$ cat src/sv/ufef_pkg.sv
// Shared types, constants and the control store for the union-find edge filter.
// No dependencies; every other file imports this package.
package ufef_pkg;

    localparam int MAX_VERTICES = 1024;
    localparam int VTX_W        = $clog2(MAX_VERTICES);
    localparam int VCNT_W       = 11;
    localparam int CNT_W        = 10;
    localparam int PADDR_W      = 2;
    localparam int PDATA_W      = 32;

    localparam logic [CNT_W-1:0]   COUNT_MAX    = '1;
    localparam logic [VCNT_W-1:0]  VCOUNT_RESET = 11'd1024;
    localparam logic [PADDR_W-1:0] ADDR_VCOUNT  = '0;
    localparam logic [VTX_W-1:0]   LAST_VERTEX  = VTX_W'(MAX_VERTICES - 1);

    localparam logic OP_EDGE    = 1'b0;
    localparam logic OP_RESTART = 1'b1;

    typedef struct packed {
        logic             op;
        logic [VTX_W-1:0] vertex_a;
        logic [VTX_W-1:0] vertex_b;
    } t_in_word;

    typedef struct packed {
        logic             accepted;
        logic [VTX_W-1:0] edge_a;
        logic [VTX_W-1:0] edge_b;
        logic [CNT_W-1:0] tree_edges;
        logic             tree_complete;
        logic             out_of_range;
    } t_out_word;

    // program steps
    typedef enum logic [3:0] {
        S_CLR, S_CLR_END, S_FIN, S_IDLE, S_DEC, S_RANGE,
        S_FA, S_CA0, S_CA, S_FB0, S_FB, S_LINK
    } t_step;

    // jump conditions: taken -> target, else fall through
    typedef enum logic [3:0] {
        C_NEVER, C_ALWAYS, C_NOT_CLR_LAST, C_NO_ITEM, C_NOT_OUT_FREE,
        C_NOT_ACCEPT, C_RESTART, C_OOR, C_NOT_ROOT, C_NOT_CA_END
    } t_cond;

    typedef enum logic [1:0] {R_A, R_B, R_RD}        t_rsel;
    typedef enum logic [1:0] {W_CUR, W_RA, W_CLR}    t_wsel;
    typedef enum logic [1:0] {D_RA, D_RB, D_CLR}     t_dsel;
    typedef enum logic [1:0] {CUR_HOLD, CUR_A, CUR_B, CUR_RD} t_csel;

    typedef struct packed {
        t_cond cond;
        t_step target;
        logic  in_rdy;
        logic  rd_en;
        t_rsel rsel;
        logic  we;
        t_wsel wsel;
        t_dsel dsel;
        t_csel csel;
        logic  ld_ra;
        logic  ld_rb;
        logic  link;
        logic  clr_step;
        logic  clr_count;
        logic  out_ld;
    } t_ucode;

    typedef struct packed {
        logic clr_last;
        logic item;
        logic out_free;
        logic accept;
        logic restart;
        logic oor;
        logic not_root;
        logic ca_end;
    } t_flags;

    localparam t_ucode UC_NOP = '{
        cond: C_NEVER, target: S_IDLE, in_rdy: 1'b0, rd_en: 1'b0, rsel: R_A,
        we: 1'b0, wsel: W_CUR, dsel: D_RA, csel: CUR_HOLD, ld_ra: 1'b0,
        ld_rb: 1'b0, link: 1'b0, clr_step: 1'b0, clr_count: 1'b0, out_ld: 1'b0
    };

    // control store
    function automatic t_ucode ucode_rom(input t_step s);
        t_ucode w;
        w = UC_NOP;
        case (s)
            S_CLR: begin
                w.we = 1'b1; w.wsel = W_CLR; w.dsel = D_CLR; w.clr_step = 1'b1;
                w.cond = C_NOT_CLR_LAST; w.target = S_CLR;
            end
            S_CLR_END: begin
                w.clr_count = 1'b1; w.cond = C_NO_ITEM; w.target = S_IDLE;
            end
            S_FIN: begin
                w.out_ld = 1'b1; w.cond = C_NOT_OUT_FREE; w.target = S_FIN;
            end
            S_IDLE: begin
                w.in_rdy = 1'b1; w.cond = C_NOT_ACCEPT; w.target = S_IDLE;
            end
            S_DEC: begin
                w.cond = C_RESTART; w.target = S_CLR;
            end
            S_RANGE: begin
                w.rd_en = 1'b1; w.rsel = R_A; w.csel = CUR_A;
                w.cond = C_OOR; w.target = S_FIN;
            end
            S_FA: begin
                w.rd_en = 1'b1; w.rsel = R_RD; w.csel = CUR_RD; w.ld_ra = 1'b1;
                w.cond = C_NOT_ROOT; w.target = S_FA;
            end
            S_CA0: begin
                w.rd_en = 1'b1; w.rsel = R_A; w.csel = CUR_A;
            end
            S_CA: begin
                w.rd_en = 1'b1; w.rsel = R_RD; w.csel = CUR_RD;
                w.we = 1'b1; w.wsel = W_CUR; w.dsel = D_RA;
                w.cond = C_NOT_CA_END; w.target = S_CA;
            end
            S_FB0: begin
                w.rd_en = 1'b1; w.rsel = R_B; w.csel = CUR_B;
            end
            S_FB: begin
                w.rd_en = 1'b1; w.rsel = R_RD; w.csel = CUR_RD; w.ld_rb = 1'b1;
                w.cond = C_NOT_ROOT; w.target = S_FB;
            end
            S_LINK: begin
                w.we = 1'b1; w.wsel = W_RA; w.dsel = D_RB; w.link = 1'b1;
                w.cond = C_ALWAYS; w.target = S_FIN;
            end
            default: begin
                w.cond = C_ALWAYS; w.target = S_IDLE;
            end
        endcase
        return w;
    endfunction

endpackage

$ cat src/sv/ufef_useq.sv
// Step counter and jump logic of the microcoded sequencer.
// Depends on ufef_pkg (control store, flag and step types).
module ufef_useq (
    input  logic            i_clk,
    input  logic            i_rst_n,
    input  ufef_pkg::t_flags i_flags,
    output ufef_pkg::t_ucode o_uc
);
    import ufef_pkg::*;

    t_step  r_pc;
    t_step  n_pc;
    t_ucode uc;
    logic   take;

    assign uc   = ucode_rom(r_pc);
    assign o_uc = uc;

    always_comb begin
        case (uc.cond)
            C_NEVER:        take = 1'b0;
            C_ALWAYS:       take = 1'b1;
            C_NOT_CLR_LAST: take = !i_flags.clr_last;
            C_NO_ITEM:      take = !i_flags.item;
            C_NOT_OUT_FREE: take = !i_flags.out_free;
            C_NOT_ACCEPT:   take = !i_flags.accept;
            C_RESTART:      take = i_flags.restart;
            C_OOR:          take = i_flags.oor;
            C_NOT_ROOT:     take = i_flags.not_root;
            C_NOT_CA_END:   take = !i_flags.ca_end;
            default:        take = 1'b0;
        endcase
        n_pc = take ? uc.target : t_step'(4'(r_pc + 4'd1));
    end

    // reset starts with the clearing sweep of the parent table
    always_ff @(posedge i_clk) begin
        if (!i_rst_n) begin
            r_pc <= S_CLR;
        end else begin
            r_pc <= n_pc;
        end
    end

endmodule

$ cat config.mk
export PLATFORM = sky130hd
export DESIGN_NAME = ufef_useq
export DESIGN_NICKNAME = d
export VERILOG_FILES = /design/src/sv/ufef_pkg.sv /design/src/sv/ufef_useq.sv
export SDC_FILE = /design/constraint.sdc
export NUM_CORES = 1
export LEC_CHECK = 0
export BUFFER_PORTS_ARGS = -buffer_cell sky130_fd_sc_hd__buf_2
export CAP_MARGIN = 10
export CORE_ASPECT_RATIO = 1.4
export CORE_UTILIZATION = 33
export CTS_CLUSTER_SIZE = 30
export DETAILED_ROUTE_END_ITERATION = 10
export HOLD_SLACK_MARGIN = 0.06
export SYNTH_ARGS = -nofsm -noshare
export SYNTH_HDL_FRONTEND = slang
export SYNTH_SLANG_ARGS = --single-unit
$ cat constraint.sdc
create_clock -name i_clk -period 5.3 [get_ports i_clk]
set_input_delay 0.265 -clock i_clk [delete_from_list [all_inputs] [get_ports i_clk]]
set_output_delay 0.265 -clock i_clk [all_outputs]
set_load 0.01 [all_outputs]
==> results of run 1 <==
[synth_stat cells (all sizes together) (2+ instances only)]
| cell | number |
|---|---|
| inv | 10 |
| ha | 5 |
| nand2b | 2 |
| o21ai | 3 |
| or3 | 2 |
| o22ai | 3 |
| mux2i | 6 |
| nor2 | 11 |
| nand2 | 11 |
| dfxtp | 4 |
| clkbuf | 3 |
| buf | 7 |
| nor3 | 4 |
| nand3 | 2 |
| and2 | 8 |
[logic make-up (layout without fill, tap and decap cells)]
| group | count (synthesis) | after routing | share of synthesized area (%) |
|---|---|---|---|
| AO/OA/AOI/OAI | 18 | 18 | 22.64 |
| multiplexers | 6 | 6 | 7.818 |
| AND/OR/NAND/NOR | 45 | 45 | 30.78 |
| XOR/XNOR | 2 | 2 | 2.281 |
| buffers and inverters | 20 | 47 | 17.92 |
| adder cells (fa/ha/maj) | 5 | 5 | 8.143 |
| flip-flops | 4 | 4 | 10.42 |
[stage by stage]
stage,setup WS [ps],instance area (um2)
3_5_place_dp,3159,865.8
2_1_floorplan,3325,768.2
3_3_place_gp,3219,865.8
4_1_cts,2949,888.4
6_report,2960,888.4
5_1_grt,2852,888.4
[layer usage]
layer | GRT usage, % | vias up
li1 | - | 391
met1 | 16.64 | 357
met2 | 22.51 | 21
met3 | 0.3049 | 2
met4 | 9.375 | 0
met5 | 0 | -
[worst max-delay path: stages (launching register included)]
cell	delay, ps
sky130_fd_sc_hd__dfxtp_1	390
sky130_fd_sc_hd__inv_1	110
sky130_fd_sc_hd__ha_1	330
sky130_fd_sc_hd__or3_1	400
sky130_fd_sc_hd__and3_4	190
sky130_fd_sc_hd__nor2_1	230
sky130_fd_sc_hd__buf_2	180
[power by group]
part	leakage, uW	internal, uW	switching [uW]	total [uW]
Clock	0.0000138	25.3	12.8	38.1
Sequential	0.0000329	40.3	17.4	57.7
Combinational	0.000464	216	243	459
[final timing paths]
| path | cells after the start | slack [ps] | end |
|---|---|---|---|
| setup / recovery | 6 | 2960 | o_uc[21] |
| hold / removal | 3 | 340 | r_pc[1] |
| setup reg to reg | 7 | 3160 | r_pc[0] |
| hold reg to reg | 3 | 690 | r_pc[0] |
[final cells by class]
class | instances | area (um2)
tap | 22 | 27.53
multi-input combinational | 76 | 550.5
timing repair buffer | 34 | 170.2
clock buffer | 3 | 22.52
inverter | 10 | 37.54
fill | 233 | 1289
sequential | 4 | 80.08
==> key figures, run 1 <==
Synth
  – Area contributors post-synth: sky130_fd_sc_hd__dfxtp_1 10%, sky130_fd_sc_hd__ha_1 8.1%, sky130_fd_sc_hd__mux2i_1 7.8%
  – Yosys reg bits: 4
  – Fraction of the yosys area taken by sequential cells: 10.42%
  – Cell taking the most area after synthesis: sky130_fd_sc_hd__dfxtp_1
  – Synthesized area divided by synthesized cell count: 7.682 um2
  – Synthesized instance count: 100
  – Synth Cell Area: around 770 um2
  – Async set-or-reset flop fraction in the synthesized netlist: 0%
  – Synthesis warning total: 0
  – Number of enable flip-flop cells after synthesis: 0
  – Count of distinct cell types in the synthesized netlist: 39
  – Post-synth top flop: sky130_fd_sc_hd__dfxtp_1
  – Total nets after synthesis: 115
  – Area share of the largest cell type after synthesis: 10.42%

CTS
  – Quantity of gates resized following cts: 0
  – Number of levels the H-tree was split into: 1
  – Insertion delay to the later sink of the worst-skew pair: 240 ps
  – CTS Buf Count: 3
  – Clock root buffer: sky130_fd_sc_hd__clkbuf_4
  – Hold Buf Count CTS: 0
  – Clock tree from TritonCTS: done
  – Maximum clock insertion buffer count: 2
  – Register clock-pin slew on the reported worst setup and hold paths: 40 ps
  – Post-CTS setup buffer count: 0
  – Clock sink count: 4

Global route
  – Antenna violations before repair: 0
  – Via count of the first global-routing pass: 642
  – Pin count of the biggest net entering global routing: 17
  – Global route overflow: 0
  – Global-route wire length before repair: 2.642 mm
  – Global routing usage summed across all routing layers: a little over an eighth

STA
  – Slew Limit Headroom: ~62%
  – Slew at the pin with the worst max-slew slack: roughly 560 ps
  – Max Clock Skew: 1.736 ps
  – Final hold violation count: 0
  – Fraction of the cycle the final worst path needs: roughly 44%
  – Final setup fails: 0
  – Max Freq: 427.4 MHz
  – Final worst hold slack: 339.9 ps
  – Setup TNS after final layout: 0 ps
  – Tmin final: 2340 ps
  – Count of final max-slew check failures: 0
  – RSZ-0062 raised after global routing: no

Finish
  – Leading cell type in the layout, fill and taps excluded: sky130_fd_sc_hd__buf_2
  – Fraction of final layout cells sized beyond drive strength 1: 38.58%
  – Most flops, register: r_pc
  – Layout Cells excl Fill: ~150
  – Commonest cells after routing, fill and taps aside: 34 x sky130_fd_sc_hd__buf_2, 11 x sky130_fd_sc_hd__nand2_1, 10 x sky130_fd_sc_hd__inv_1, 9 x sky130_fd_sc_hd__nor2_1, 6 x sky130_fd_sc_hd__mux2i_1
  – Final standard cell utilization of the core: 40.80%
  – Max FFs per register: 4
  – Inserted Diodes: 0
  – Relative area change from synthesis to final layout: 15.64%
  – Biggest registers after layout: r_pc x4
  – Net count, final: about 140

Route
  – Met3 WL post-DR: 53 um
  – Met1 Wirelength: roughly 800 um
  – Iteration-0 DRC Markers: 23
  – Number of search-and-repair iterations in the first detailed-routing pass: 4
  – Met2 wire length: roughly 1000 um
  – Highest routed metal layer: met4
  – Via-per-instance ratio: 5.174
  – Detailed-route wire length: 1.851 mm
  – Vias after detailed routing: 771
  – Wire length per cell after detailed routing: 12.42 um
  – Count of nets left with antenna violations after detail routing: 0
  – Number of DRC violations after detailed routing: 0

Hold path
  – Min-Delay Path Class: in2reg
  – Critical hold path startpoint: i_rst_n

Pwr
  – Power per unit of standard cell area: 624.4 mW/mm2
  – Post-route total power: 554.7 uW
  – Leakage power figure: 0.0005105 uW
  – Worst ir drop on vdd: roughly 0.00032 V

Die
  – Die X: 42.78 um
  – I/O pin cnt: 35
  – Row count: 20
  – Initial core utilization: 35.29%
  – Core area: 0.002177 mm2
  – Die height: 59.09 um
  – Full die area: around 0.0025 mm2

Setup path
  – Data required time of the worst path: ~5000 ps
  – Kind of critical path: reg2out
  – Crit path capture type: primary output
  – Crit start category: register
  – Worst Path Arrival: 2070 ps
  – Largest fanout on the critical path: 9
  – Crit path from: r_pc[0]
  – Worst flop-to-flop path startpoint: r_pc[0]

Job
  – Maximum Capacitance Violations: 0

Placement
  – RePlAce Congestion: 0.7786
  – Number of input and output port buffers inserted: 34
  – Half-perimeter wire length after detailed placement: 1.431 mm
  – Placed Instances: 146

Outcome
  – Status: complete, no violations
No activity file was read; power rests on OpenSTA's default activity.
==> inputs of run 2 (changes only) <==
==> constraint.sdc (replaced) <==
create_clock -name i_clk -period 2.1 [get_ports i_clk]
set_input_delay 0.105 -clock i_clk [delete_from_list [all_inputs] [get_ports i_clk]]
set_output_delay 0.105 -clock i_clk [all_outputs]
set_load 0.01 [all_outputs]
==> run 2 against run 1 <==
Non-clock buffer count increased by 7; final cell count grew 4.7%; first-iteration DRC count is 30% lower; core utilization up 4.9 points; sequential power increased to 2.7 times the previous value.
==> key figures, run 2 (synthesis gave the netlist of run 1 again) <==
Outcome
  – Status: complete, no violations

Job
  – Maximum Capacitance Violations: 0 (unchanged)

Route
  – Count of nets left with antenna violations after detail routing: 0 (unchanged)
  – Vias after detailed routing: 763 (-1.0%)
  – Number of DRC violations after detailed routing: 0 (unchanged)
  – Via-per-instance ratio: 4.891 (-5.5%)
  – Wire length per cell after detailed routing: 12.22 um (-1.6%)
  – Detailed-route wire length: 1.906 mm (+3.0%)
  – Iteration-0 DRC Markers: 16 (-30%)
  – Number of search-and-repair iterations in the first detailed-routing pass: 4 (unchanged)

CTS
  – Clock sink count: 4 (unchanged)
  – Maximum clock insertion buffer count: 2 (unchanged)
  – CTS Buf Count: 3 (unchanged)
  – Number of levels the H-tree was split into: 1 (unchanged)
  – Post-CTS setup buffer count: 0 (unchanged)
  – Insertion delay to the later sink of the worst-skew pair: 230 ps (about the same)
  – Clock root buffer: sky130_fd_sc_hd__clkbuf_4
  – Clock tree from TritonCTS: done
  – Register clock-pin slew on the reported worst setup and hold paths: 30 ps (about the same)

Placement
  – RePlAce Congestion: 0.7976 (+2.4%)
  – Half-perimeter wire length after detailed placement: 1.519 mm (+6.1%)
  – Number of input and output port buffers inserted: 34 (unchanged)
  – Placed Instances: 153 (+4.8%)
  – Pre-CTS setup slack: -19.78 ps (-3179 ps)

STA
  – Max Clock Skew: 0.5770 ps (-1.159 ps)
  – Fraction of the cycle the final worst path needs: 93.51%
  – Setup TNS after final layout: 0 ps (unchanged)
  – Max Freq: slightly above 500 MHz
  – Tmin final: 1964 ps
  – Final hold violation count: 0 (unchanged)
  – Slew at the pin with the worst max-slew slack: 532.1 ps (-29.76 ps)
  – Slew Limit Headroom: 64.48% (+2.0 points)
  – Final worst hold slack: 179.7 ps (-160.2 ps)
  – Final setup fails: 0 (unchanged)
  – Count of final max-slew check failures: 0 (unchanged)
  – Post-route setup slack: 136.3 ps (-2824 ps)

Setup path
  – Worst Path Arrival: 2120 ps (+50 ps)
  – Data required time of the worst path: 2250 ps (-2790 ps)
  – Crit start category: register
  – Largest fanout on the critical path: 5 (-4)
  – Cells on worst reg2reg path: 7 (unchanged)
  – Kind of critical path: reg2reg
  – Crit path capture type: register

Global route
  – Via count of the first global-routing pass: 673 (+4.8%)
  – Pin count of the biggest net entering global routing: 17 (unchanged)
  – Global-route wire length before repair: 3.008 mm (+14%)
  – Global route overflow: 0 (unchanged)
  – Antenna violations before repair: 0 (unchanged)
  – Global routing usage summed across all routing layers: 15.89% (+2.4 points)

Hold path
  – Min-Delay Path Class: in2reg
  – Hold Path Stages: 3 (unchanged)

Finish
  – Layout Cells excl Fill: 156 (+4.7%)
  – Commonest cells after routing, fill and taps aside: 34 x sky130_fd_sc_hd__buf_2, 11 x sky130_fd_sc_hd__nand2_1, 9 x sky130_fd_sc_hd__inv_1, 8 x sky130_fd_sc_hd__nor2_1, 7 x sky130_fd_sc_hd__buf_4
  – Relative area change from synthesis to final layout: 29.48%
  – Fraction of final layout cells sized beyond drive strength 1: 48.51% (+9.9 points)
  – Leading cell type in the layout, fill and taps excluded: sky130_fd_sc_hd__buf_2
  – Max FFs per register: 4 (unchanged)
  – Final standard cell utilization of the core: 45.69% (+4.9 points)
  – Inserted Diodes: 0 (unchanged)
  – Net count, final: 151 (+4.9%)
  – Most flops, register: r_pc
  – Biggest registers after layout: r_pc x4

Die
  – Full die area: 0.002528 mm2 (unchanged)
  – Core area: 0.002177 mm2 (unchanged)
  – I/O pin cnt: 35 (unchanged)
  – Initial core utilization: 35.29% (unchanged)
  – Die height: 59.09 um (unchanged)
  – Row count: 20 (unchanged)
  – Die X: 42.78 um (unchanged)

Pwr
  – Worst ir drop on vdd: 0.0007847 V (+150%)
  – Power per unit of standard cell area: 1609 mW/mm2 (+160%)
  – Leakage power figure: 0.0005460 uW (+6.9%)
[run 2: final timing paths]
path,start,to,slack [ps]
worst max-delay path,r_pc[1],r_pc[3],140
worst max register to register,r_pc[1],r_pc[3],140
worst min-delay path,i_rst_n,r_pc[1],180
worst min register to register,r_pc[0],r_pc[0],620
[run 2: metrics by stage]
step	power (uW)	area, um2
after global routing	1742	994.7
after floorplan	1125	768.2
after detailed placement	1387	918.4
after CTS	1504	948.4
final	1600	994.7
after global placement	1370	918.4
[run 2: repair_timing]
action,in CTS,in global routing
resized for setup,3,10
pin swaps,0,1
hold buffers,0,0
setup endpoints to repair,4,5
[run 2: final cells by class]
class / count / area [um2]
flip-flops and latches: 4 / 85.08
fillers: 226 / 1182
clock buffers: 3 / 22.52
well taps: 22 / 27.53
multi-input cells: 76 / 599.3
inverters: 10 / 37.54
repair buffers: 41 / 222.7
[run 2: critical path, stage by stage, from the launching register on]
cell and delay (ps):
sky130_fd_sc_hd__dfxtp_4 360, sky130_fd_sc_hd__inv_1 90, sky130_fd_sc_hd__ha_2 210, sky130_fd_sc_hd__or3_1 400, sky130_fd_sc_hd__and3_4 200, sky130_fd_sc_hd__o22ai_4 190, sky130_fd_sc_hd__a2bb2oi_4 230, sky130_fd_sc_hd__mux2i_1 210
[run 2: power breakdown]
group | internal, uW | switching (uW) | total (uW)
logic | 669 | 684 | 1350
registers | 109 | 48.6 | 158
clock network | 63.5 | 25.9 | 89.4
total | 841 | 759 | 1600
[run 2: routing by layer]
layer  vias up  global-route usage [%]  share of wire (%)
li1        400                       -                  -
met1       344                   19.29                 40
met2        19                   27.92                 58
met3         0                   1.829                2.4
met4         0                   6.696                  0
met5         -                       0                  0
==> inputs of run 3 (changes only) <==
--- a/config.mk
+++ b/config.mk
@@ -5,12 +5,11 @@
 export SDC_FILE = /design/constraint.sdc
 export NUM_CORES = 1
 export LEC_CHECK = 0
-export BUFFER_PORTS_ARGS = -buffer_cell sky130_fd_sc_hd__buf_2
 export CAP_MARGIN = 10
 export CORE_ASPECT_RATIO = 1.4
 export CORE_UTILIZATION = 33
-export CTS_CLUSTER_SIZE = 30
 export DETAILED_ROUTE_END_ITERATION = 10
+export DONT_BUFFER_PORTS = 1
 export HOLD_SLACK_MARGIN = 0.06
 export SYNTH_ARGS = -nofsm -noshare
 export SYNTH_HDL_FRONTEND = slang
==> run 3 against run 2 <==
Non-clock buffer count down 28; register-to-register slack about the same; hold slack better by 110 ps; sequential share of layout area up 1.4 points; power down 12%; worst setup slack worse by 6.5 ps; flip-flop and latch count unchanged; wire length down 12%; first-iteration DRC count up 50%; clock power about the same; global-route usage down 1.9 points; clock-buffer cell count unchanged; critical path type unchanged.
==> key figures, run 3 (synthesis gave the netlist of run 1 again) <==
Outcome
  – Status: complete, no violations

Die
  – Die height: 59.09 um (unchanged)
  – Full die area: 0.002528 mm2 (unchanged)
  – I/O pin cnt: 35 (unchanged)
  – Core area: 0.002177 mm2 (unchanged)
  – Row count: 20 (unchanged)
  – Die X: 42.78 um (unchanged)
  – Initial core utilization: 35.29% (unchanged)

Placement
  – Number of input and output port buffers inserted: 0 (-100%)
  – RePlAce Congestion: 0.7795 (-2.3%)
  – Placed Instances: 124 (-19%)
  – Half-perimeter wire length after detailed placement: 1.408 mm (-7.3%)
  – Pre-CTS setup slack: 37.32 ps (+57.10 ps)
  – Post-DP Area: 785.8 um2 (-14%)

Setup path
  – Worst flop-to-flop path startpoint: r_pc[1]
  – Destination of the worst register-to-register timing path: r_pc[1]
  – Largest fanout on the critical path: 5 (unchanged)
  – Data required time of the worst path: 2250 ps (about the same)
  – Reg2Reg Setup Slack: 130 ps (about the same)
  – Crit path capture type: register
  – Crit start category: register
  – Kind of critical path: reg2reg
  – Cells on worst reg2reg path: 7 (unchanged)
  – Worst Path Arrival: 2120 ps (about the same)

STA
  – Max Clock Skew: 0.05232 ps (-0.5247 ps)
  – Post-route setup slack: 129.8 ps (-6.498 ps)
  – Tmin final: 1970 ps (+6.498 ps)
  – Fraction of the cycle the final worst path needs: 93.82% (+0.31 points)
  – Count of final max-slew check failures: 0 (unchanged)
  – Max Freq: 507.6 MHz (-0.33%)
  – Slew Limit Headroom: 73.65% (+9.2 points)
  – Slew at the pin with the worst max-slew slack: 393.6 ps (-138.5 ps)
  – Final worst hold slack: 292.9 ps (+113.2 ps)
  – Final setup fails: 0 (unchanged)
  – Final hold violation count: 0 (unchanged)

Route
  – Met1 Wirelength: 665 um (-13%)
  – Wire length per cell after detailed routing: 13.13 um (+7.4%)
  – Via-per-instance ratio: 5.328 (+8.9%)
  – Met2 wire length: 899 um (-18%)
  – Number of search-and-repair iterations in the first detailed-routing pass: 4 (unchanged)
  – Highest routed metal layer: met4
  – Number of DRC violations after detailed routing: 0 (unchanged)
  – Detailed-route wire length: 1.680 mm (-12%)
  – Vias after detailed routing: 682 (-11%)
  – Met3 WL post-DR: 99 um (+120%)
  – Iteration-0 DRC Markers: 24 (+8)
  – Count of nets left with antenna violations after detail routing: 0 (unchanged)

Finish
  – Relative area change from synthesis to final layout: 7.818%
  – Final standard cell utilization of the core: 38.05% (-7.6 points)
  – Inserted Diodes: 0 (unchanged)
  – Layout Cell Area excl Fill: 828.3 um2 (-17%)
  – Most flops, register: r_pc
  – Fraction of final layout cells sized beyond drive strength 1: 30.19% (-18 points)
  – Commonest cells after routing, fill and taps aside: 12 x sky130_fd_sc_hd__buf_4, 11 x sky130_fd_sc_hd__nand2_1, 10 x sky130_fd_sc_hd__inv_1, 8 x sky130_fd_sc_hd__nor2_1, 6 x sky130_fd_sc_hd__mux2i_1
  – Biggest registers after layout: r_pc x4
  – Fillers: 226 (unchanged)
  – Layout Cells excl Fill: 128 (-18%)
  – Leading cell type in the layout, fill and taps excluded: sky130_fd_sc_hd__buf_4
  – Net count, final: 123 (-19%)
  – Max FFs per register: 4 (unchanged)

CTS
  – Clock sink count: 4 (unchanged)
  – Maximum clock insertion buffer count: 2 (unchanged)
  – CTS Buf Count: 3 (unchanged)
  – Number of levels the H-tree was split into: 1 (unchanged)
  – Clock root buffer: sky130_fd_sc_hd__clkbuf_4
  – Register clock-pin slew on the reported worst setup and hold paths: 30 ps (about the same)
  – Clock tree from TritonCTS: done
  – Insertion delay to the later sink of the worst-skew pair: 230 ps (about the same)

Pwr
  – Power per unit of standard cell area: 1708 mW/mm2 (+6.2%)
  – Worst ir drop on vdd: 0.0008590 V (+9.5%)
  – Leakage power figure: 0.0004146 uW (-24%)

Global route
  – Global-route wire length before repair: 2.628 mm (-13%)
  – Global route overflow: 0 (unchanged)
  – Antenna violations before repair: 0 (unchanged)
  – Global routing usage summed across all routing layers: 13.95% (-1.9 points)
  – Via count of the first global-routing pass: 612 (-9.1%)
  – Pin count of the biggest net entering global routing: 13 (-4)

Hold path
  – Critical hold path startpoint: i_flags[0]
  – Hold Path Stages: 3 (unchanged)
  – Min-Delay Path Class: in2reg
  – Capture endpoint of the worst hold path: r_pc[0]

Job
  – Maximum Capacitance Violations: 0 (unchanged)
## run 3: layout make-up
type	instances	area (um2)	area share, %
Inverter	10	37.54	4.532
Multi-Input combinational cell	76	558.0	67.37
Timing Repair Buffer	13	100.1	12.08
Sequential cell	4	82.58	9.970
Tap cell	22	27.53	3.323
Clock buffer	3	22.52	2.719
## run 3: repair_timing
item | in CTS | in global routing
endpoints found under the setup margin | 1 | 5
setup buffers | 0 | 0
hold buffers | 1 | 0
pin swaps | 0 | 1
endpoints found under the hold margin | 4 | 0
gates resized for setup | 1 | 4
## run 3: through the flow
step                      total power, uW  setup TNS, ps
after floorplan                      1125              0
after global placement               1298              0
after detailed placement             1305              0
after CTS                            1413              0
after global routing                 1542         -5.092
final                                1415              0
## run 3: how the worst max path moves through the flow
stage	startpoint	slack, ps	endpoint	depth (start not counted)
2_1_floorplan	r_pc[0]	120	r_pc[0]	8
3_5_place_dp	r_pc[0]	40	r_pc[1]	7
4_1_cts	r_pc[0]	20	r_pc[1]	7
5_1_grt	r_pc[0]	-5	r_pc[0]	7
3_3_place_gp	r_pc[0]	100	r_pc[2]	7
6_report	r_pc[1]	130	r_pc[1]	7
## run 3: critical path, cell delays in order, from the launching register on
cell	delay (ps)
sky130_fd_sc_hd__dfxtp_2	350
sky130_fd_sc_hd__inv_1	70
sky130_fd_sc_hd__ha_1	240
sky130_fd_sc_hd__or3_1	410
sky130_fd_sc_hd__and3_4	190
sky130_fd_sc_hd__o22ai_2	200
sky130_fd_sc_hd__a2bb2oi_4	240
sky130_fd_sc_hd__mux2i_1	200
## run 3: metal layers
metal / track usage (%) / up-vias
li1: - / 344
met1: 15.40 / 312
met2: 24.03 / 24
met3: 3.354 / 2
met4: 8.036 / 0
met5: 0 / -
## run 3: where the power goes
| group | switching, uW | internal [uW] |
|---|---|---|
| clock network | 26.2 | 63.5 |
| logic | 614 | 569 |
| registers | 36.3 | 106 |
